--- config.mk ---
export PLATFORM = sky130hd
export DESIGN_NAME = ccmh_res_fifo
export DESIGN_NICKNAME = d
export VERILOG_FILES = /design/src/hdl/ccmh_pkg.sv /design/src/hdl/ccmh_res_fifo.sv
export SDC_FILE = /design/constraint.sdc
export NUM_CORES = 1
export LEC_CHECK = 0
export BUFFER_PORTS_ARGS = -buffer_cell sky130_fd_sc_hd__buf_2
export CORE_MARGIN = 5
export CORE_UTILIZATION = 55
export CTS_CLUSTER_DIAMETER = 200
export CTS_CLUSTER_SIZE = 30
export DETAILED_ROUTE_END_ITERATION = 10
export PLACE_DENSITY = 0.82
export RECOVER_POWER = 50
export SYNTH_ARGS = -nofsm -noshare
export SYNTH_HDL_FRONTEND = slang
export SYNTH_SLANG_ARGS = --single-unit
--- constraint.sdc ---
create_clock -name clk -period 6.4 [get_ports clk]
set_input_delay 1.6 -clock clk [delete_from_list [all_inputs] [get_ports clk]]
set_output_delay 1.6 -clock clk [all_outputs]
set_load 0.005 [all_outputs]
--- src/hdl/ccmh_pkg.sv ---
package ccmh_pkg;

    // Histogram geometry
    localparam int DCA_ROWS    = 14;
    localparam int MASS_BINS   = 60;
    localparam int COUNT_WIDTH = 32;

    localparam int TABLE_BINS = 14;
    localparam int HIST_ROW   = MASS_BINS + 2;
    localparam int HIST_DEPTH = DCA_ROWS * HIST_ROW;
    localparam int ADDR_W     = $clog2(HIST_DEPTH);

    localparam int DCA_SCAN = (DCA_ROWS < TABLE_BINS) ? DCA_ROWS : TABLE_BINS;
    localparam int DCA_W    = (DCA_ROWS > 1) ? $clog2(DCA_ROWS) : 1;
    localparam int MBIN_W   = $clog2(HIST_ROW);

    // Output field widths
    localparam int OUT_DCA_W   = 4;
    localparam int OUT_MBIN_W  = 6;
    localparam int OUT_COUNT_W = 32;

    // Mass binning, 0.1 MeV units
    localparam logic [15:0] MASS_LO   = 16'd17000;
    localparam int          MASS_SPAN = 3000;
    localparam logic [15:0] MASS_HI   = 16'(17000 + MASS_SPAN);
    localparam int          MASS_DW   = $clog2(MASS_SPAN);

    // floor(d * MASS_BINS / MASS_SPAN) as a multiply by a rounded-up reciprocal
    localparam int MASS_SHIFT = $clog2(MASS_SPAN * MASS_SPAN);
    localparam longint unsigned MASS_MULT =
        ((longint'(MASS_BINS) << MASS_SHIFT) + longint'(MASS_SPAN) - 1) / MASS_SPAN;
    localparam int MASS_MULT_W = $clog2(MASS_MULT + 1);

    // Candidate pT window, 0.01 GeV, strict
    localparam logic [15:0] PT_WIN_LO = 16'd300;
    localparam logic [15:0] PT_WIN_HI = 16'd3000;

    // DCA bin edges, 0.00001 cm
    localparam logic [15:0] DCA_EDGES [TABLE_BINS + 1] = '{
        16'd0,    16'd100,  16'd230,  16'd390,  16'd590,
        16'd800,  16'd1180, 16'd1600, 16'd2140, 16'd2810,
        16'd3670, 16'd4760, 16'd7000, 16'd7580, 16'd8170
    };

    // Queue depths
    localparam int CMD_DEPTH = 4;
    localparam int CMD_PW    = $clog2(CMD_DEPTH);
    localparam int RES_DEPTH = 4;
    localparam int RES_PW    = $clog2(RES_DEPTH);
    localparam int RES_CW    = RES_PW + 1;

    // Configuration register indexes
    typedef enum logic [2:0] {
        REG_MIN_CAND_PT     = 3'd0,
        REG_MIN_DAUGHTER_PT = 3'd1,
        REG_MAX_DAU_ABS_ETA = 3'd2,
        REG_MIN_ABS_RAP     = 3'd3,
        REG_MAX_ABS_RAP     = 3'd4,
        REG_MAX_POINT_ANGLE = 3'd5,
        REG_MIN_VERTEX_PROB = 3'd6,
        REG_MIN_DECAY_SIG   = 3'd7
    } reg_idx_t;

    // Classified item from front to back
    typedef struct packed {
        logic              filled;
        logic [DCA_W-1:0]  dbin;
        logic [MBIN_W-1:0] mbin;
        logic [ADDR_W-1:0] addr;
    } cmd_t;

    // Result item
    typedef struct packed {
        logic                   filled;
        logic [OUT_DCA_W-1:0]   dbin;
        logic [OUT_MBIN_W-1:0]  mbin;
        logic [OUT_COUNT_W-1:0] count;
    } res_t;

endpackage

--- src/hdl/ccmh_res_fifo.sv ---
module ccmh_res_fifo
    import ccmh_pkg::*;
(
    input  logic              clk,
    input  logic              rst_n,
    input  logic              wr_en,
    input  res_t              wr_item,
    input  logic              rd_en,
    output res_t              rd_item,
    output logic              empty,
    output logic [RES_CW-1:0] count
);

    res_t              slots [RES_DEPTH];
    logic [RES_PW-1:0] wr_ptr_reg;
    logic [RES_PW-1:0] rd_ptr_reg;
    logic [RES_CW-1:0] cnt_reg;

    assign empty   = (cnt_reg == '0);
    assign count   = cnt_reg;
    assign rd_item = slots[rd_ptr_reg];

    // Pointers and fill level; the writer never pushes into a full queue
    always_ff @(posedge clk or negedge rst_n)
    begin
        if (!rst_n)
        begin
            wr_ptr_reg <= '0;
            rd_ptr_reg <= '0;
            cnt_reg    <= '0;
        end
        else
        begin
            if (wr_en)
                wr_ptr_reg <= (wr_ptr_reg == RES_PW'(RES_DEPTH - 1)) ? '0
                            : wr_ptr_reg + RES_PW'(1);
            if (rd_en)
                rd_ptr_reg <= (rd_ptr_reg == RES_PW'(RES_DEPTH - 1)) ? '0
                            : rd_ptr_reg + RES_PW'(1);
            if (wr_en && !rd_en)
                cnt_reg <= cnt_reg + RES_CW'(1);
            else if (rd_en && !wr_en)
                cnt_reg <= cnt_reg - RES_CW'(1);
        end
    end

    // Storage
    always_ff @(posedge clk)
    begin
        if (wr_en)
            slots[wr_ptr_reg] <= wr_item;
    end

endmodule

Yosys cells after proc, flatten, opt, wreduce, memory -nomap -nowiden --
Memories as Yosys holds them, arrays and structs flattened. Index checks and enable logic that the tools add are counted. Widths: inputs -> output; s select.
Word-level totals: register bits after elaboration 7, word-level logic and storage cells 22, memories 1, bits of input ports 47, RAM bits 172, output and inout port bits 47
Memory list:
- slots | depth 4, width 43, rd ports 1, clocked after Yosys merged registers in 0, write ports 1, RTL line ccmh_res_fifo.sv:14 | res_t slots [RES_DEPTH];
Operators by class: mux-type cells 6, reductions and logical operators 6, add/sub/neg operators 4, equality and inequality tests 2
Operators by type and width (count):
- $mux 3 | 2
- $add 2x1->2 const B | 2
- $eq 2x2->1 const B | 2
- $mux 2 | 2
- $add 3x1->3 const B | 1
- $logic_not 3->1 | 1
- $sub 3x1->3 const B | 1
- $logic_and 1x1->1 | 2
- $logic_not 1->1 | 2
- $mux 1 | 2
- $reduce_bool 2->1 | 1

Longest topological paths before layout --
depth after elaboration 4, depth in mapped cells 7, gate-level depth less buffers 7

Worst setup path after synthesis --
No wires, ideal clock.
kind in2reg, start input wr_en, end memory slots[3][0] in the netlist's numbering (enable), path slack 3.357 ns, data arrival time 2.639 ns, stages 1, cell sequence and2_1
Between the ends: longest elaborated chain between the ends 2
Ends and longest elaborated chain:
- from (decl) | RTL line ccmh_res_fifo.sv:6 | input logic wr_en,
- $mux 1 | RTL line ccmh_res_fifo.sv:50 | if (wr_en)
- $mux 1 (implied by the code) | RTL line ccmh_res_fifo.sv:51 | slots[wr_ptr_reg] <= wr_item;
- to (decl) | RTL line ccmh_res_fifo.sv:14
No other way between the ends.

==> results.yml <==
run_status:
  status: "finished with violations"
  violations: "max-capacitance violations, max-slew violations"
sta:
  fin_crit_sh_pct: 68.4
  drv_slew: 134
  finalSetupViolations: 0
  hold_slack_ps: 504
  hold_viol_final: 0
  final.min_clock_period_ps: 4380
  relSlewSlack_pct: -87.3
  rsz0062_at_grt: "no"
  fmax_mhz: 229
  final.setup.worst_slack_ps: 2020
  worst_pin_slew_ps: 2810
  fin_setup_tns_ps: 0
  fin_skew_ps: 6.23
global_route:
  grt_pass1_wl_um: 16900
  grt_pass1_vias: 3202
  grt.overflow.total: 0
  grt_antenna_before_repair: 1
  grt.total_usage_pct: 16.0
  grt_max_degree: 47
worst_setup_path:
  cp_data_arrival_time_ps: 2780
  critical_path.max_fanout: 45
  worst_setup_path_end_kind: "output pin"
  critPathRequiredTime_ps: 4800
  slowest_stage: "dfrtp_1"
  r2r_setup_slack_ps: 3140
  worstSetupStartpointType: "flop"
  cp_cell_sequence: "mux4_2 -> buf_2"
  crit_type: "flop to output pin"
  max_stage_delay_ps: 1700
layout:
  layout_commonest_cell: "edfxtp_1"
  diodes: 0
  layout.cells.non_filler: 527
  largest_reg_flops: 172
  nets: 421
  utilization_pct: 64.6
  drive_gt1_share_pct: 31.8
  layout_common_cells: "edfxtp_1, clkbuf_1, buf_2"
  nFillCells: 814
  design_area_um2: 7730
  regMostFlops: "slots"
  areaGrowthSynthToFinish_pct: 15.9
placement:
  gp_congestion: 0.703
  portBuffers: 93
  dpl_cell_area_um2: 7250
  pre_cts_ws_ps: 2930
  dp_cells: 495
  hpwl_um: 6170
synth:
  synth_cells: 261
  ys_types: 18
  synth_fa_ha_area_share_pct: 1.43
  synth-xor-area-share_pct: 0.394
  synthMuxAreaShare_pct: 15.3
  avgSynthCellArea_um2: 25.6
  syn-num-nets: 315
  synth_seq_area_share_pct: 80.0
  ys_ff_latch: 179
  ys_warn_count: 0
  netlist_area_um2: 6670
  synthSimpleGateAreaFrac_pct: 0.731
  synth_compound_area_share_pct: 0.150
  synth_top_family_by_area: "multiplexers"
route:
  dr.pass1.iters: 4
  vias_per_cell: 5.60
  wirelength_um: 10700
  drc_errors: 0
  ant_nets: 0
  route.vias.total: 2949
  drtIter0Drc: 169
  avgRoutedWirePerCell_um: 20.3
power:
  pwr-share-comb_pct: 21.8
  power_mw: 3.41
  peakVddDrop_mv: 0.328
  switching_power_mw: 0.882
  seqPwrFrac_pct: 49.9
  clockPowerShare_pct: 28.3
  cell_internal_pwr_mw: 2.53
  leakage_nw: 2.60
  pwr_density_cell_nw_per_um2: 441
  switching_share_pct: 25.8
clock_network:
  cts_resized: 0
  postCtsSetupBuffers: 0
  path_clk_slew_ps: 60
  h-tree-depth: 4
  clk_path_buf_depth: 2
  tritoncts: "built"
  hold_buffers: 0
  numCtsBuffers: 17
  clock_latency_ps: 420
  cts.sinks: 179
  root_buffer: "clkbuf_16"
die:
  die_height_um: 120
  die_w_um: 120
  core_area_um2: 12000
  io-pin-count: 94
  start_util_pct: 55.8
  fp.dieArea_um2: 14400
  rows: 40
worst_hold_path:
  hold_path.class: "flop to flop"
flow_run:
  cap_violations: 3
## cell families after synthesis
group	Yosys count
AOI/OAI and AO/OA	2
xor gates and xnor gates	3
muxes	46
DFF	179
buffers and inverters	14
and+or+nand+nor	10
adders and majority gates	7
## area by class of cell
| type | count | area, um2 | share of cell area [%] |
|---|---|---|---|
| Multi-Input combinational cell | 68 | 1200 | 15.6 |
| Clock inverter | 11 | 113 | 1.46 |
| Inverter | 4 | 15.0 | 0.194 |
| Tap cell | 147 | 184 | 2.38 |
| Clock buffer | 21 | 440 | 5.70 |
| Sequential cell | 179 | 5340 | 69.1 |
| Timing Repair Buffer | 97 | 432 | 5.58 |
## cell usage after synthesis
master	count	area share (%)
ha_1	6	1.1
xor2_1	2	0.26
edfxtp_1	172	77
mux4_1	5	2.0
and2_1	4	0.37
buf_2	5	0.37
o21ai_0	2	0.15
mux4_2	38	13
buf_12	4	1.2
dfrtp_1	7	2.6
nor2_1	3	0.17
xnor2_1	1	0.13
nor3_1	1	0.075
fa_1	1	0.30
buf_6	1	0.17
nand2_1	2	0.11
mux2_2	3	0.51
inv_1	4	0.22
## layer usage
layer	GRT usage [%]	vias up	part of all wire (%)
li1	-	1320	-
met1	20.6	1520	42
met2	25.0	93	50
met3	6.64	14	7.1
met4	5.58	2	1.2
met5	0	-	0.093
## worst max-delay path: cells and delay by family, from the launching register on
family | cells | cell delay, ps
mux | 1 | 510
flops | 1 | 1700
buf+inv | 1 | 130
## worst paths after layout
kind                       depth (start not counted)            end     startpoint
min in group asynchronous                          1  wr_ptr_reg[1]          rst_n
max in group asynchronous                          1  rd_ptr_reg[0]          rst_n
min                                                1       count[2]       count[2]
max                                                2     rd_item[9]  rd_ptr_reg[1]
max reg2reg                                        4    slots[2][6]  wr_ptr_reg[0]
min reg2reg                                        1       count[2]       count[2]
## power groups by stage
stage	clock network (mW)	registers, mW	logic (mW)
6_report	0.966	1.70	0.745
5_1_grt	1.04	1.74	0.813
4_1_cts	0.984	1.71	0.758
3_5_place_dp	0	1.73	0.754
3_3_place_gp	0	1.72	0.740
2_1_floorplan	0	1.57	0.627
(Power assumes the default switching activity.)
