$ cat config.mk
export PLATFORM = sky130hd
export DESIGN_NAME = ccmh_cmd_fifo
export DESIGN_NICKNAME = d
export VERILOG_FILES = /design/src/hdl/ccmh_pkg.sv /design/src/hdl/ccmh_cmd_fifo.sv
export SDC_FILE = /design/constraint.sdc
export NUM_CORES = 1
export LEC_CHECK = 0
export ABC_AREA = 1
export CORE_UTILIZATION = 45
export DETAILED_ROUTE_END_ITERATION = 10
export DONT_BUFFER_PORTS = 1
export SETUP_SLACK_MARGIN = 0.1
export SLEW_MARGIN = 10
export SYNTH_ARGS = -nofsm -noshare
export SYNTH_HDL_FRONTEND = slang
export SYNTH_SLANG_ARGS = --single-unit
export TNS_END_PERCENT = 30
$ cat constraint.sdc
create_clock -name clk -period 1.6 [get_ports clk]
set_input_delay 0.48 -clock clk [delete_from_list [all_inputs] [get_ports clk]]
set_output_delay 0.48 -clock clk [all_outputs]
set_load 0.05 [all_outputs]
$ cat src/hdl/ccmh_pkg.sv
package ccmh_pkg;

    // Histogram geometry
    localparam int DCA_ROWS    = 14;
    localparam int MASS_BINS   = 60;
    localparam int COUNT_WIDTH = 32;

    localparam int TABLE_BINS = 14;
    localparam int HIST_ROW   = MASS_BINS + 2;
    localparam int HIST_DEPTH = DCA_ROWS * HIST_ROW;
    localparam int ADDR_W     = $clog2(HIST_DEPTH);

    localparam int DCA_SCAN = (DCA_ROWS < TABLE_BINS) ? DCA_ROWS : TABLE_BINS;
    localparam int DCA_W    = (DCA_ROWS > 1) ? $clog2(DCA_ROWS) : 1;
    localparam int MBIN_W   = $clog2(HIST_ROW);

    // Output field widths
    localparam int OUT_DCA_W   = 4;
    localparam int OUT_MBIN_W  = 6;
    localparam int OUT_COUNT_W = 32;

    // Mass binning, 0.1 MeV units
    localparam logic [15:0] MASS_LO   = 16'd17000;
    localparam int          MASS_SPAN = 3000;
    localparam logic [15:0] MASS_HI   = 16'(17000 + MASS_SPAN);
    localparam int          MASS_DW   = $clog2(MASS_SPAN);

    // floor(d * MASS_BINS / MASS_SPAN) as a multiply by a rounded-up reciprocal
    localparam int MASS_SHIFT = $clog2(MASS_SPAN * MASS_SPAN);
    localparam longint unsigned MASS_MULT =
        ((longint'(MASS_BINS) << MASS_SHIFT) + longint'(MASS_SPAN) - 1) / MASS_SPAN;
    localparam int MASS_MULT_W = $clog2(MASS_MULT + 1);

    // Candidate pT window, 0.01 GeV, strict
    localparam logic [15:0] PT_WIN_LO = 16'd300;
    localparam logic [15:0] PT_WIN_HI = 16'd3000;

    // DCA bin edges, 0.00001 cm
    localparam logic [15:0] DCA_EDGES [TABLE_BINS + 1] = '{
        16'd0,    16'd100,  16'd230,  16'd390,  16'd590,
        16'd800,  16'd1180, 16'd1600, 16'd2140, 16'd2810,
        16'd3670, 16'd4760, 16'd7000, 16'd7580, 16'd8170
    };

    // Queue depths
    localparam int CMD_DEPTH = 4;
    localparam int CMD_PW    = $clog2(CMD_DEPTH);
    localparam int RES_DEPTH = 4;
    localparam int RES_PW    = $clog2(RES_DEPTH);
    localparam int RES_CW    = RES_PW + 1;

    // Configuration register indexes
    typedef enum logic [2:0] {
        REG_MIN_CAND_PT     = 3'd0,
        REG_MIN_DAUGHTER_PT = 3'd1,
        REG_MAX_DAU_ABS_ETA = 3'd2,
        REG_MIN_ABS_RAP     = 3'd3,
        REG_MAX_ABS_RAP     = 3'd4,
        REG_MAX_POINT_ANGLE = 3'd5,
        REG_MIN_VERTEX_PROB = 3'd6,
        REG_MIN_DECAY_SIG   = 3'd7
    } reg_idx_t;

    // Classified item from front to back
    typedef struct packed {
        logic              filled;
        logic [DCA_W-1:0]  dbin;
        logic [MBIN_W-1:0] mbin;
        logic [ADDR_W-1:0] addr;
    } cmd_t;

    // Result item
    typedef struct packed {
        logic                   filled;
        logic [OUT_DCA_W-1:0]   dbin;
        logic [OUT_MBIN_W-1:0]  mbin;
        logic [OUT_COUNT_W-1:0] count;
    } res_t;

endpackage

$ cat src/hdl/ccmh_cmd_fifo.sv
module ccmh_cmd_fifo
    import ccmh_pkg::*;
(
    input  logic clk,
    input  logic rst_n,
    input  logic wr_en,
    input  cmd_t wr_item,
    output logic full,
    input  logic rd_en,
    output cmd_t rd_item,
    output logic empty
);

    cmd_t              slots [CMD_DEPTH];
    logic [CMD_PW-1:0] wr_ptr_reg;
    logic [CMD_PW-1:0] rd_ptr_reg;
    logic [CMD_PW:0]   cnt_reg;

    assign full    = (cnt_reg == (CMD_PW + 1)'(CMD_DEPTH));
    assign empty   = (cnt_reg == '0);
    assign rd_item = slots[rd_ptr_reg];

    // Pointers and fill level
    always_ff @(posedge clk or negedge rst_n)
    begin
        if (!rst_n)
        begin
            wr_ptr_reg <= '0;
            rd_ptr_reg <= '0;
            cnt_reg    <= '0;
        end
        else
        begin
            if (wr_en)
                wr_ptr_reg <= (wr_ptr_reg == CMD_PW'(CMD_DEPTH - 1)) ? '0
                            : wr_ptr_reg + CMD_PW'(1);
            if (rd_en)
                rd_ptr_reg <= (rd_ptr_reg == CMD_PW'(CMD_DEPTH - 1)) ? '0
                            : rd_ptr_reg + CMD_PW'(1);
            if (wr_en && !rd_en)
                cnt_reg <= cnt_reg + (CMD_PW + 1)'(1);
            else if (rd_en && !wr_en)
                cnt_reg <= cnt_reg - (CMD_PW + 1)'(1);
        end
    end

    // Storage
    always_ff @(posedge clk)
    begin
        if (wr_en)
            slots[wr_ptr_reg] <= wr_item;
    end

endmodule

Word-level counts from Yosys, hierarchy flattened --
Memory sizes are Yosys's and may differ from the RTL's. Index checks and enable logic that the tools add are counted.
Cells by class: order comparisons 0, shift operators 0, multipliers 0, mux-type cells 6, reduce and logical (&&, ||, !) cells 6, div/mod/pow operators 0, equal/unequal tests 3, bitwise gates (word level) 0, add/sub/neg operators 4
Operators by type and width (number):
- $mux W3 | 2
- $add A2 B1 Y2 const B | 2
- $eq A2 B2 Y1 const B | 2
- $mux W2 | 2
- $add A3 B1 Y3 const B | 1
- $eq A3 B3 Y1 const B | 1
- $logic_not A3 Y1 | 1
- $sub A3 B1 Y3 const B | 1
- $logic_and A1 B1 Y1 | 2
- $logic_not A1 Y1 | 2
- $mux W1 | 2
- $reduce_bool A2 Y1 | 1
Storage, ports and cells: input bits 25, bits in registers 7, logic and storage cells 23, memory bits (writable) 84, bits in latches 0, ROM bits 0, memories 1
Memory list:
- slots | depth 4, width 21, read ports 1, clocked after memory_dff 0, write ports 1, RTL line ccmh_cmd_fifo.sv:14 | cmd_t slots [CMD_DEPTH];

Depth between registers and ports, before layout --
word-level depth 4, depth in mapped cells 9, gate-level depth less buffers 9

Worst setup path before layout --
No wires, ideal clock.
path kind reg2out, start point reg cnt_reg[0], end point out empty, required time 1.120 ns, stages on the path, launching flop included 2, path slack -0.402 ns, path buffers 0, arrival time 1.522 ns, cell sequence dfrtp_1 > nor3_1
Between the ends: word-level cells in the longest chain between the ends 1
RTL lines:
- from (decl) | RTL line ccmh_cmd_fifo.sv:17 | logic [CMD_PW:0] cnt_reg;
- from (signal assigned) | RTL line ccmh_cmd_fifo.sv:41 | cnt_reg <= cnt_reg + (CMD_PW + 1)'(1);
- from (signal assigned) | RTL line ccmh_cmd_fifo.sv:43 | cnt_reg <= cnt_reg - (CMD_PW + 1)'(1);
- $logic_not A3 Y1 | RTL line ccmh_cmd_fifo.sv:20 | assign empty = (cnt_reg == '0);
- to (decl) | RTL line ccmh_cmd_fifo.sv:11 | output logic empty
Every way passes these cells.

==> out/metrics.cfg <==
[outcome]
outcome = complete, but fails checks
violations = negative setup slack

[logic_synthesis]
syn_inst = 297
synth_area_leader_cell = edfxtp_1
synthTopCellsByArea = edfxtp_1 (67%), o211ai_1 (8.4%), nand2_1 (7.9%)
synth_area_um2 = 3770
syn_avg_cell_area_um2 = 12.7
synth_edf_count = 84
synth.distinct_cells = 16
synth_seq_cells = 91
synthFlopType = edfxtp_1
netlist.area_leader.share = 0.670
syn-num-nets = 329
ys_seq_area_frac = 0.716
async_flop_share = 0.0769
yosysWarnings = 0

[pwr]
intPower_mw = 4.58
ir_drop_v = 0.000835
p_comb_frac = 0.448
pwr_density_cell_nw_per_um2 = 1920
switching_power_mw = 3.66
p_sw_frac = 0.444
clkPwrFrac = 0.159
p_leak_nw = 1.70
seqPwrFrac = 0.393

[layout]
nets = 345
drive_gt1_frac = 0.186
largest_reg_flops = 84
utilization = 0.524
syn2layout_area_growth_pct = 13.7
diodes = 0

[critical_path]
timing.rr.start = wr_ptr_reg[0]
worstSetupPathType = reg -> out
cp_max_fo = 19
crit_required_ns = 1.12
start_kind = register
worstPathArrival_ns = 1.45
crit_path_start = rd_ptr_reg[0]
end_kind = output pin

[place]
io_buffers = 0
place.gp.congestion = 0.657
place_hpwl_um = 4050

[cts]
cts.htree.levels = 3
cts_tree = yes
cts_max_path_buffers = 2
clkSlewWorstSetupHoldPaths_ns = 0.09
numCtsBuffers = 9
clk-insertion-delay-late_ns = 0.35
clock_sinks = 91
post_cts_buffers = 0
cts_root_buf = clkbuf_8

[floorplanning]
start_util = 0.461
design.die.area_um2 = 8740
rows = 33
core_area_um2 = 8180
ios = 48
die_h_um = 93.5
die_w_um = 93.5

[timing]
worstMarginPinSlew_ns = 0.364
fin_crit_sh = 1.21
slew_viol_final = 0
max-slew-margin-rel = 0.757
fin_skew_ns = 0.00842
setup_viol = 23
rsz0062_at_grt = true
max_clock_freq_mhz = 519
hold_viol = 0
final.setup.worst_slack_ns = -0.328
finalCriticalPeriod_ns = 1.93
hold_ws_ns = 0.220

[hold_path]
hp-class = in -> reg
min_from = wr_en

[global_routing]
grt_start_max_net_pins = 39
grt_overflow = 0
grt_pass1_wl_um = 10200
antenna_found_initial = 0
grtUsageTotal = 0.163
grt_pass1_vias = 2007

[detailed_routing]
ant_nets = 0
wire_per_inst_um = 15.6
wl_um = 6610
drt_iter0_drc = 66
vias = 2069
firstDrtPassIters = 4
drc = 0
viasPerCell = 4.89

[run]
max-cap-violations = 0

-- placed cells by master (no fill, tap or decap), types with 3 or more instances in the layout --
cell	instances
edfxtp_1	84
o21ai_0	4
nand2_2	23
clkbuf_8	9
nand2_1	56
buf_12	7
buf_4	6
inv_1	53
buf_6	3
dfrtp_1	5
o211ai_1	42
ha_1	6
-- what timing repair did --
action | in CTS | in global routing
pin swaps | 10 | 15
hold buffers | 1 | 0
hold endpoints to repair | 7 | 0
gates cloned | 0 | 1
endpoints found under the setup margin | 23 | 23
gates resized for setup | 6 | 3
-- worst max-delay path, stage by stage, from the launching register on --
cell,delay [ns]
dfrtp_1,0.41
inv_4,0.13
buf_12,0.16
nand2_1,0.06
o211ai_1,0.11
nand2_2,0.23
-- final cells by class --
type                       instances  area, um^2
fill                             712        3890
sequential                        91        2700
multi-input combinational        138         828
timing repair buffer              18         254
inverter                          55         209
clock buffer                      11         131
tap                              105         131
clock inverter                     5        30.0
-- power by group through the flow --
stage	combinational (mW)	clock, mW	sequential, mW
after global routing	3.98	1.43	3.29
after global placement	3.57	0	3.27
after CTS	3.67	1.36	3.24
final	3.69	1.31	3.24
after floorplan	2.95	0	3.26
after detailed placement	3.63	0	3.28
-- layer usage --
layer,share of wire,vias to the layer above,GRT usage,wire [um]
li1,-,1050,-,-
met1,0.43,973,0.194,2850
met2,0.50,37,0.265,3300
met3,0.058,9,0.0585,380
met4,0.012,0,0.0731,78
met5,0,-,0,0
-- through the flow --
| stage | cells | power (mW) | worst slack [ns] | area [um^2] | setup TNS [ns] |
|---|---|---|---|---|---|
| after global routing | 423 | 8.70 | -0.439 | 4280 | -8.79 |
| final | 423 | 8.24 | -0.328 | 4280 | -6.62 |
| after floorplan | 297 | 6.21 | 0.000548 | 3830 | 0 |
| after detailed placement | 405 | 6.91 | -0.00112 | 4070 | -0.00112 |
| after global placement | 405 | 6.84 | 0.0243 | 4070 | 0 |
| after CTS | 422 | 8.26 | -0.388 | 4250 | -7.46 |
-- path summary, 6_finish.rpt --
path | to | slack (ns) | cells past startpoint
max | rd_item[12] | -0.33 | 5
min | wr_ptr_reg[0] | 0.22 | 1
max reg2reg | slots[0][8] | 0.21 | 5
min reg2reg | cnt_reg[0] | 0.54 | 1
max in group asynchronous | cnt_reg[0] | 0.85 | 1
min in group asynchronous | wr_ptr_reg[0] | 0.47 | 1
-- cell usage after synthesis, types with 2 or more instances --
| cell | instances |
|---|---|
| ha_1 | 6 |
| dfrtp_1 | 7 |
| o211ai_1 | 42 |
| nor3_1 | 2 |
| nand2_1 | 79 |
| edfxtp_1 | 84 |
| inv_1 | 54 |
| buf_2 | 7 |
| buf_6 | 6 |
| o21ai_0 | 4 |
-- cells by family after synthesis --
kind of cell	after synthesis	share of synthesized area
DFF	91	0.716
and+or+nand+nor	84	0.0854
adders and majority gates	7	0.0252
buffers and inverters	68	0.0820
AOI/OAI and AO/OA	46	0.0890
xor gates and xnor gates	1	0.00233
Power figures use the tool's default switching activity.
