--- src/hdl/ccmh_pkg.sv ---
package ccmh_pkg;

    // Histogram geometry
    localparam int DCA_ROWS    = 14;
    localparam int MASS_BINS   = 60;
    localparam int COUNT_WIDTH = 32;

    localparam int TABLE_BINS = 14;
    localparam int HIST_ROW   = MASS_BINS + 2;
    localparam int HIST_DEPTH = DCA_ROWS * HIST_ROW;
    localparam int ADDR_W     = $clog2(HIST_DEPTH);

    localparam int DCA_SCAN = (DCA_ROWS < TABLE_BINS) ? DCA_ROWS : TABLE_BINS;
    localparam int DCA_W    = (DCA_ROWS > 1) ? $clog2(DCA_ROWS) : 1;
    localparam int MBIN_W   = $clog2(HIST_ROW);

    // Output field widths
    localparam int OUT_DCA_W   = 4;
    localparam int OUT_MBIN_W  = 6;
    localparam int OUT_COUNT_W = 32;

    // Mass binning, 0.1 MeV units
    localparam logic [15:0] MASS_LO   = 16'd17000;
    localparam int          MASS_SPAN = 3000;
    localparam logic [15:0] MASS_HI   = 16'(17000 + MASS_SPAN);
    localparam int          MASS_DW   = $clog2(MASS_SPAN);

    // floor(d * MASS_BINS / MASS_SPAN) as a multiply by a rounded-up reciprocal
    localparam int MASS_SHIFT = $clog2(MASS_SPAN * MASS_SPAN);
    localparam longint unsigned MASS_MULT =
        ((longint'(MASS_BINS) << MASS_SHIFT) + longint'(MASS_SPAN) - 1) / MASS_SPAN;
    localparam int MASS_MULT_W = $clog2(MASS_MULT + 1);

    // Candidate pT window, 0.01 GeV, strict
    localparam logic [15:0] PT_WIN_LO = 16'd300;
    localparam logic [15:0] PT_WIN_HI = 16'd3000;

    // DCA bin edges, 0.00001 cm
    localparam logic [15:0] DCA_EDGES [TABLE_BINS + 1] = '{
        16'd0,    16'd100,  16'd230,  16'd390,  16'd590,
        16'd800,  16'd1180, 16'd1600, 16'd2140, 16'd2810,
        16'd3670, 16'd4760, 16'd7000, 16'd7580, 16'd8170
    };

    // Queue depths
    localparam int CMD_DEPTH = 4;
    localparam int CMD_PW    = $clog2(CMD_DEPTH);
    localparam int RES_DEPTH = 4;
    localparam int RES_PW    = $clog2(RES_DEPTH);
    localparam int RES_CW    = RES_PW + 1;

    // Configuration register indexes
    typedef enum logic [2:0] {
        REG_MIN_CAND_PT     = 3'd0,
        REG_MIN_DAUGHTER_PT = 3'd1,
        REG_MAX_DAU_ABS_ETA = 3'd2,
        REG_MIN_ABS_RAP     = 3'd3,
        REG_MAX_ABS_RAP     = 3'd4,
        REG_MAX_POINT_ANGLE = 3'd5,
        REG_MIN_VERTEX_PROB = 3'd6,
        REG_MIN_DECAY_SIG   = 3'd7
    } reg_idx_t;

    // Classified item from front to back
    typedef struct packed {
        logic              filled;
        logic [DCA_W-1:0]  dbin;
        logic [MBIN_W-1:0] mbin;
        logic [ADDR_W-1:0] addr;
    } cmd_t;

    // Result item
    typedef struct packed {
        logic                   filled;
        logic [OUT_DCA_W-1:0]   dbin;
        logic [OUT_MBIN_W-1:0]  mbin;
        logic [OUT_COUNT_W-1:0] count;
    } res_t;

endpackage

--- src/hdl/ccmh_front.sv ---
module ccmh_front
    import ccmh_pkg::*;
(
    input  logic        clk,
    input  logic        rst_n,
    input  logic        cfg_valid,
    input  logic [2:0]  cfg_index,
    input  logic [15:0] cfg_data,
    input  logic        in_take,
    input  logic [15:0] cand_mass,
    input  logic [15:0] cand_pt,
    input  logic [15:0] cand_rapidity,
    input  logic [15:0] first_eta,
    input  logic [15:0] second_eta,
    input  logic [15:0] first_pt,
    input  logic [15:0] second_pt,
    input  logic [15:0] vertex_prob,
    input  logic [14:0] pointing_angle,
    input  logic [15:0] decay_signif,
    input  logic [15:0] impact_dca,
    input  logic        cmd_full,
    output logic        cmd_push,
    output cmd_t        cmd_item,
    output logic        busy
);

    logic [15:0] min_cand_pt_reg;
    logic [15:0] min_daughter_pt_reg;
    logic [14:0] max_dau_abs_eta_reg;
    logic [14:0] min_abs_rap_reg;
    logic [14:0] max_abs_rap_reg;
    logic [14:0] max_point_angle_reg;
    logic [15:0] min_vertex_prob_reg;
    logic [15:0] min_decay_sig_reg;

    logic f_vld_reg;
    cmd_t f_cmd_reg;

    logic [16:0] arap;
    logic [16:0] aeta1;
    logic [16:0] aeta2;
    logic        pass;
    logic        found;
    logic [DCA_W-1:0]  dbin;
    logic [MBIN_W-1:0] mbin;
    logic [MASS_DW-1:0] mass_off;
    logic [MASS_DW+MASS_MULT_W-1:0] mass_prod;
    cmd_t cls;

    // Two's complement magnitude; the most negative code maps to 32768
    function automatic logic [16:0] mag16(input logic [15:0] v);
        return v[15] ? (17'h10000 - {1'b0, v}) : {1'b0, v};
    endfunction

    // Configuration registers
    always_ff @(posedge clk or negedge rst_n)
    begin
        if (!rst_n)
        begin
            min_cand_pt_reg     <= 16'd200;
            min_daughter_pt_reg <= 16'd150;
            max_dau_abs_eta_reg <= 15'd2200;
            min_abs_rap_reg     <= 15'd1200;
            max_abs_rap_reg     <= 15'd2000;
            max_point_angle_reg <= 15'd1200;
            min_vertex_prob_reg <= 16'd5243;
            min_decay_sig_reg   <= 16'd500;
        end
        else if (cfg_valid)
        begin
            case (reg_idx_t'(cfg_index))
                REG_MIN_CAND_PT:     min_cand_pt_reg     <= cfg_data;
                REG_MIN_DAUGHTER_PT: min_daughter_pt_reg <= cfg_data;
                REG_MAX_DAU_ABS_ETA: max_dau_abs_eta_reg <= cfg_data[14:0];
                REG_MIN_ABS_RAP:     min_abs_rap_reg     <= cfg_data[14:0];
                REG_MAX_ABS_RAP:     max_abs_rap_reg     <= cfg_data[14:0];
                REG_MAX_POINT_ANGLE: max_point_angle_reg <= cfg_data[14:0];
                REG_MIN_VERTEX_PROB: min_vertex_prob_reg <= cfg_data;
                REG_MIN_DECAY_SIG:   min_decay_sig_reg   <= cfg_data;
                default: ;
            endcase
        end
    end

    // Selection cuts
    always_comb
    begin
        arap  = mag16(cand_rapidity);
        aeta1 = mag16(first_eta);
        aeta2 = mag16(second_eta);
        pass  = (cand_pt >= min_cand_pt_reg)
             && (first_pt >= min_daughter_pt_reg)
             && (second_pt >= min_daughter_pt_reg)
             && (aeta1 <= {2'b00, max_dau_abs_eta_reg})
             && (aeta2 <= {2'b00, max_dau_abs_eta_reg})
             && (arap >= {2'b00, min_abs_rap_reg})
             && (arap <= {2'b00, max_abs_rap_reg})
             && (cand_pt > PT_WIN_LO) && (cand_pt < PT_WIN_HI)
             && (pointing_angle <= max_point_angle_reg)
             && (vertex_prob >= min_vertex_prob_reg)
             && (decay_signif >= min_decay_sig_reg);
    end

    // DCA bin: strict edges, first interval that holds the value
    always_comb
    begin
        found = 1'b0;
        dbin  = '0;
        for (int i = 0; i < DCA_SCAN; i++)
        begin
            if (!found && impact_dca > DCA_EDGES[i] && impact_dca < DCA_EDGES[i + 1])
            begin
                found = 1'b1;
                dbin  = DCA_W'(i);
            end
        end
    end

    // Mass bin
    always_comb
    begin
        mass_off  = MASS_DW'(cand_mass - MASS_LO);
        mass_prod = (MASS_DW + MASS_MULT_W)'(mass_off)
                  * (MASS_DW + MASS_MULT_W)'(MASS_MULT);
        if (cand_mass < MASS_LO)
            mbin = '0;
        else if (cand_mass >= MASS_HI)
            mbin = MBIN_W'(MASS_BINS + 1);
        else
            mbin = MBIN_W'(mass_prod >> MASS_SHIFT) + MBIN_W'(1);
    end

    // Classified item; rejected items carry all-zero fields
    always_comb
    begin
        if (pass && found)
        begin
            cls.filled = 1'b1;
            cls.dbin   = dbin;
            cls.mbin   = mbin;
            cls.addr   = ADDR_W'(dbin * HIST_ROW) + ADDR_W'(mbin);
        end
        else
        begin
            cls = '0;
        end
    end

    // Output stage into the command queue
    assign cmd_push = f_vld_reg && !cmd_full;
    assign cmd_item = f_cmd_reg;
    assign busy     = f_vld_reg && cmd_full;

    always_ff @(posedge clk or negedge rst_n)
    begin
        if (!rst_n)
            f_vld_reg <= 1'b0;
        else if (in_take)
            f_vld_reg <= 1'b1;
        else if (cmd_push)
            f_vld_reg <= 1'b0;
    end

    always_ff @(posedge clk)
    begin
        if (in_take)
            f_cmd_reg <= cls;
    end

endmodule

--- config.mk ---
export PLATFORM = sky130hd
export DESIGN_NAME = ccmh_front
export DESIGN_NICKNAME = d
export VERILOG_FILES = /design/src/hdl/ccmh_pkg.sv /design/src/hdl/ccmh_front.sv
export SDC_FILE = /design/constraint.sdc
export NUM_CORES = 1
export LEC_CHECK = 0
export ABC_AREA = 1
export BUFFER_PORTS_ARGS = -buffer_cell sky130_fd_sc_hd__buf_4
export CORE_MARGIN = 2
export CORE_UTILIZATION = 34
export DETAILED_ROUTE_END_ITERATION = 7
export GPL_TIMING_DRIVEN = 0
export HOLD_SLACK_MARGIN = 0.08
export MAX_ROUTING_LAYER = met4
export PLACE_DENSITY_LB_ADDON = 0.25
export RECOVER_POWER = 100
export SKIP_CTS_REPAIR_TIMING = 1
export SLEW_MARGIN = 20
export SYNTH_ARGS = -nofsm -noshare
export SYNTH_HDL_FRONTEND = slang
export SYNTH_SLANG_ARGS = --single-unit
--- constraint.sdc ---
create_clock -name clk -period 2.8 [get_ports clk]
set_input_delay 0.14 -clock clk [delete_from_list [all_inputs] [get_ports clk]]
set_output_delay 0.14 -clock clk [all_outputs]
set_load 0.01 [all_outputs]
# After elaboration in Yosys (flattened, before gate mapping)
# Cells that the tools add are included.
dict set report word_totals {
  out_inout_bits 23
  in_bits 199
  register_bits 146
  elab_cells 170
}
dict set report classes {
  add_sub_neg 6
  reduce_logical 65
  multipliers 2
  eq_ne 7
  muxes 35
  order_cmp 42
}
# cell n
set op_table {}
lappend op_table {{greater-or-equal comparator 16 bit} 5}
lappend op_table {{less-than comparator 16 x 12 -> 1 bit (second input constant)} 4}
lappend op_table {{less-than comparator 16 x 13 -> 1 bit (second input constant)} 4}
lappend op_table {{<= comparator 17 x 15 -> 1 bit} 3}
lappend op_table {{two-way mux 17 bit} 3}
lappend op_table {{subtractor 17 x 16 -> 17 bit (first input constant)} 3}
lappend op_table {{> comparator 16 x 12 -> 1 bit (second input constant)} 3}
lappend op_table {{> comparator 16 x 13 -> 1 bit (second input constant)} 3}
lappend op_table {{two-way mux 4 bit} 12}
lappend op_table {{logical AND 1 bit} 41}
lappend op_table {{> comparator 16 x 10 -> 1 bit (second input constant)} 2}
lappend op_table {{> comparator 16 x 11 -> 1 bit (second input constant)} 2}
lappend op_table {{> comparator 16 x 9 -> 1 bit (second input constant)} 2}
lappend op_table {{less-than comparator 16 x 10 -> 1 bit (second input constant)} 2}
lappend op_table {{less-than comparator 16 x 11 -> 1 bit (second input constant)} 2}
lappend op_table {{multiplier 12 x 19 -> 30 bit (second input constant)} 1}
lappend op_table {{two-way mux 21 bit} 1}
lappend op_table {{greater-or-equal comparator 17 x 15 -> 1 bit} 1}
lappend op_table {{two-way mux 1 bit} 17}
lappend op_table {{greater-or-equal comparator 16 x 15 -> 1 bit (second input constant)} 1}
lappend op_table {{> comparator 16 x 1 -> 1 bit (second input constant)} 1}
lappend op_table {{> comparator 16 x 7 -> 1 bit (second input constant)} 1}
lappend op_table {{> comparator 16 x 8 -> 1 bit (second input constant)} 1}
lappend op_table {{less-than comparator 16 x 15 -> 1 bit (second input constant)} 1}
lappend op_table {{16 further kinds} 41}

# Longest topological paths before layout
dict set report logic_depth {
  depth_word 58
  depth_mapped 45
  mapped_depth_nobuf 45
}

# Worst setup path after synthesis
# No wires, ideal clock.
dict set report synth_timing {
  kind {input port to flip-flop}
  start {input cand_mass[4]}
  end {register f_cmd_reg (netlist bit cmd_item[9]) (data pin)}
  setup_slack_ns -4.321
  t_required_ns 2.547
  path_buffers 0
  arrival_time_ns 6.868
  setup_ns 0.253
  cell_stages 37
  path_cell_list {inv_1 -> ha_1 -> inv_1 -> nand3_1 -> nand2_1 -> nand2_1 -> nand2_1 -> xor2_1 -> fa_1 -> fa_1 -> fa_1 -> inv_1 -> fa_1 -> fa_1 -> ha_1 -> nand4_1 -> o21ai_0 -> nand3_1 -> nand3_1 -> xor2_1 -> ha_1 -> nand3_1 -> inv_1 -> ha_1 -> fa_1 -> a21oi_1 -> nor2_1 -> nor2_1 -> inv_1 -> a21oi_1 -> nor2_1 -> inv_1 -> nor2_1 -> nand2_1 -> nand2_1 -> nand4_1 -> nor2_1}
}
dict set report synth_between {
  elab_chain_cells 6
  word_cells_on_any_way 8
  cone_classes {3 x add/sub; 1 x mul; 2 x order compare; 2 x mux}
}
# element line_no
set synth_lines {}
lappend synth_lines {{start: declaration} ccmh_front.sv:10} ;# input logic [15:0] cand_mass,
lappend synth_lines {{subtractor 12 x 10 -> 12 bit} ccmh_front.sv:122} ;# mass_off = MASS_DW'(cand_mass - MASS_LO);
lappend synth_lines {{multiplier 12 x 19 -> 30 bit} ccmh_front.sv:124} ;# * (MASS_DW + MASS_MULT_W)'(MASS_MULT);
lappend synth_lines {{adder 6 x 1 -> 6 bit} ccmh_front.sv:130} ;# mbin = MBIN_W'(mass_prod >> MASS_SHIFT) + MBIN_W'(1);
lappend synth_lines {{two-way mux 6 bit} ccmh_front.sv:127} ;# else if (cand_mass >= MASS_HI)
lappend synth_lines {{two-way mux 6 bit (*)} ccmh_front.sv:125} ;# if (cand_mass < MASS_LO)
lappend synth_lines {{net mbin[1]} ccmh_front.sv:45} ;# logic [MBIN_W-1:0] mbin;
lappend synth_lines {{adder 10 x 6 -> 10 bit (*)} ccmh_front.sv:141} ;# cls.addr = ADDR_W'(dbin * HIST_ROW) + ADDR_W'(mbin);
lappend synth_lines {{end signal: assignment} ccmh_front.sv:167} ;# f_cmd_reg <= cls;
lappend synth_lines {{end: declaration} ccmh_front.sv:37} ;# cmd_t f_cmd_reg;
# Mark *: on every way through the listed nets, which the timed path passes. The rest lies on a longest branch.
# A chain may end at the register's enable or synchronous reset.

# Final worst setup path
# Same ends and word-level chain as after synthesis.

==> run summary <==
most common cell after layout, fill and taps aside: nand2_1
clock root buffer master: clkbuf_16
Routed Antenna Nets: 0
YS warnings: 0
flop2flop setup slack: -660 ps
largest family of logic cells by synthesized area: adder cells
EDFF count, synth: 20
Starting Density: 34.26%
DR pass1 iterations: 5
total CTS buffers: 17
Post-Synth XOR/XNOR Area: 3.260%
met3 Use GR: 3.630%
Fillers: 4681
ys async rst share: 86.21%
Clock Skews: 20.28 ps
GR peak layer: met2
die height: 219.9 µm
Max H-tree Level: 4
WL/cell: 15.92 µm
Power Internal: 9.326 mW
Iter 0 DRT Violations: 766
Post-Synthesis Net Count: 2603
final setup fails: 20
sequential area share after synthesis: 23.83%
biggest cell delay along the critical path: 600 ps
total track usage: 20.23%
LEAKAGE: 9.786 nW
worst-case reg-to-reg path depth: 12
PwrDens: 884.2 nW/µm²
Total Wirelength: 47230 µm
grt total ovfl: 0
post-synthesis adder-cell area fraction: 30.50%
max-cap violation count: 1
period utilization: 246.2%
Largest register FFs: 20
layout cells sized above 1: 18.02%
reg2reg start: max_point_angle_reg[10]
first-pass GRT wire length: 74260 µm
Sw Ratio: 46.48%
Multi-input gate area: 11000 µm²
R2R Path End: cmd_item[18]
Vias: 14450
Cell Area, Synth: 15850 µm²
most frequent cells in the layout: 386 x nand2_1, 356 x inv_1, 256 x ha_1
Die W: 219.9 µm
vias in the first global route: 14300
complex-gate fraction of the synthesized area: 11.52%
Max VDD drop: 869.6 µV
clock power share: 13.4%
violated checks: max-capacitance violations, max-slew violations, negative setup slack
hpwl dp: 38770 µm
Endpoint, Worst Hold: min_decay_sig_reg[15]
Max Freq: 145.0 MHz
Cells after Synth: 2062
Hold Path Depth: 5
shortest period the worst path allows: 6895 ps
crit path kind: input pin to flop
crit path DAT: 7080 ps
CP Capture Type: flop
CTS Buffer Depth: 2
crit-path max FO: 6
Critical-path top delay cell: fa_2
outcome: finished, violations left
Layout area overhead: 24.35%
post-synthesis mux area share: 0%
TritonCTS clock tree: yes
Vias/cell: 4.873
NetSw: 8.099 mW
Reg power frac: 15.8%
Reg clk slew, reported paths: 70 ps
Slew Limit Headroom: -11.89%
I/O pins: 222
flops & latches, synth: 145
final hold vios: 0
Worst Slack Setup Final: -4095 ps
Post-Synth Simple-Gate Area: 20.72%
drt drc: 0
crit path launch type: input pin
Worst Setup SP: cand_mass[4]
worst hold margin: 158.7 ps
Slew Limit Fails: 66
initial antenna violation count: 6
GP Congestion: 0.9063
combinational share of power: 70.8%
hold wc startpoint: cfg_index[0]
synth unique cells: 51
RSZ-0062 raised after global routing: true
die area: 48360 µm²
HP Class: input pin to flop
floorplan core area: 46260 µm²
met1 usage: 26.66%
Avg Cell Area, Syn: 7.686 µm²
Clock Sink Count: 145
largest net degree at the start of global routing: 66
Worst Tran Pin Value: 1678 ps
Buffers on Ports: 214
met2 Resource Use GR: 31.79%
worst skew pair latency: 440 ps
num rows: 79
Reg area: 3777 µm²
ys flop type: dfrtp_1
Worst Path Required: 2990 ps
final net count: 2881
overall power: 17.43 mW
-- routing by layer --
layer | wire, µm | up-vias | part of all wire, %
met2 | 21700 | 353 | 46
met5 | 0 | - | 0
met3 | 2356 | 78 | 5.0
met1 | 21890 | 6741 | 46
met4 | 1272 | 0 | 2.7
li1 | - | 7280 | -
-- cell usage after synthesis (2+ instances only) --
master	number	area, µm²
nand2_1	392	1471
inv_1	376	1411
ha_1	268	3353
nor2_1	166	623.1
o21ai_0	163	815.8
a21oi_1	107	535.5
dfrtp_1	86	2152
fa_1	74	1481
nand3_1	69	345.3
nand4_1	45	281.5
xor2_1	43	376.6
dfstp_2	39	1025
nor3_1	39	195.2
clkbuf_1	27	101.4
edfxtp_1	20	600.6
nor2_2	20	125.1
xnor2_1	16	140.1
a211oi_1	15	112.6
inv_2	10	37.54
nor4_1	7	43.79
nand3b_1	6	45.04
o211ai_1	6	45.04
o21bai_1	6	45.04
a21o_1	5	37.54
a31oi_1	5	31.28
o21a_1	5	37.54
o31ai_1	5	37.54
or2_2	5	31.28
buf_4	4	30.03
nor2_4	4	45.04
o2111ai_1	4	35.03
nor3b_1	3	22.52
o221ai_1	3	26.28
nand3_2	2	20.02
-- worst max-delay path by stage --
stage,to,slack (ps),cells after the start
finish,cmd_item[9],-4090,37
global placement,cmd_item[9],-4900,36
detailed placement,cmd_item[9],-4920,36
global route,cmd_item[9],-4460,39
CTS,cmd_item[9],-4500,38
floorplan,cmd_item[9],-3940,36
-- power by group through the flow --
stage / clock network (mW) / registers (mW) / logic, mW
2_1_floorplan: 0 / 2.73 / 7.90
3_3_place_gp: 0 / 2.78 / 10.3
3_5_place_dp: 0 / 2.78 / 10.5
4_1_cts: 2.39 / 2.75 / 10.6
5_1_grt: 2.48 / 2.80 / 14.0
6_report: 2.34 / 2.75 / 12.3
-- logic make-up (layout without fill, tap and decap cells) --
family | after synthesis | in the layout
xor gates and xnor gates | 59 | 59
AOI/OAI and AO/OA | 332 | 332
adders and majority gates | 342 | 342
other | 0 | 6
and+or+nand+nor | 762 | 762
DFF | 145 | 145
buffers and inverters | 422 | 713
-- metrics by stage --
stage          util [%]  TNS (ps)  std cells  setup WS (ps)  instance area [µm²]
6_report          42.60    -52960       2966          -4095                19710
5_1_grt           42.60    -60870       2966          -4461                19710
4_1_cts           41.30    -58010       2916          -4499                19100
3_5_place_dp      40.01    -66480       2884          -4921                18510
3_3_place_gp      39.93    -65920       2883          -4902                18470
2_1_floorplan         -    -48220       2062          -3936                16110
-- area by class of cell --
class                      count  share of cell area (%)
sequential                   145                   19.17
antenna                        6                 0.07619
multi-input combinational   1495                   55.82
inverter                     388                   7.657
timing repair buffer         259                   9.625
clock inverter                14                  0.8444
tap                          607                   3.854
clock buffer                  18                   2.178
buffer                        34                  0.7746
-- worst max-delay path, delay by kind of cell --
kind,cells,cell delay (ps)
XOR/XNOR,2,400
adder cells (fa/ha/maj),10,3920
buffers and inverters,7,540
AND/OR/NAND/NOR,13,1250
AO/OA/AOI/OAI,5,800
(Power assumes the default switching activity.)
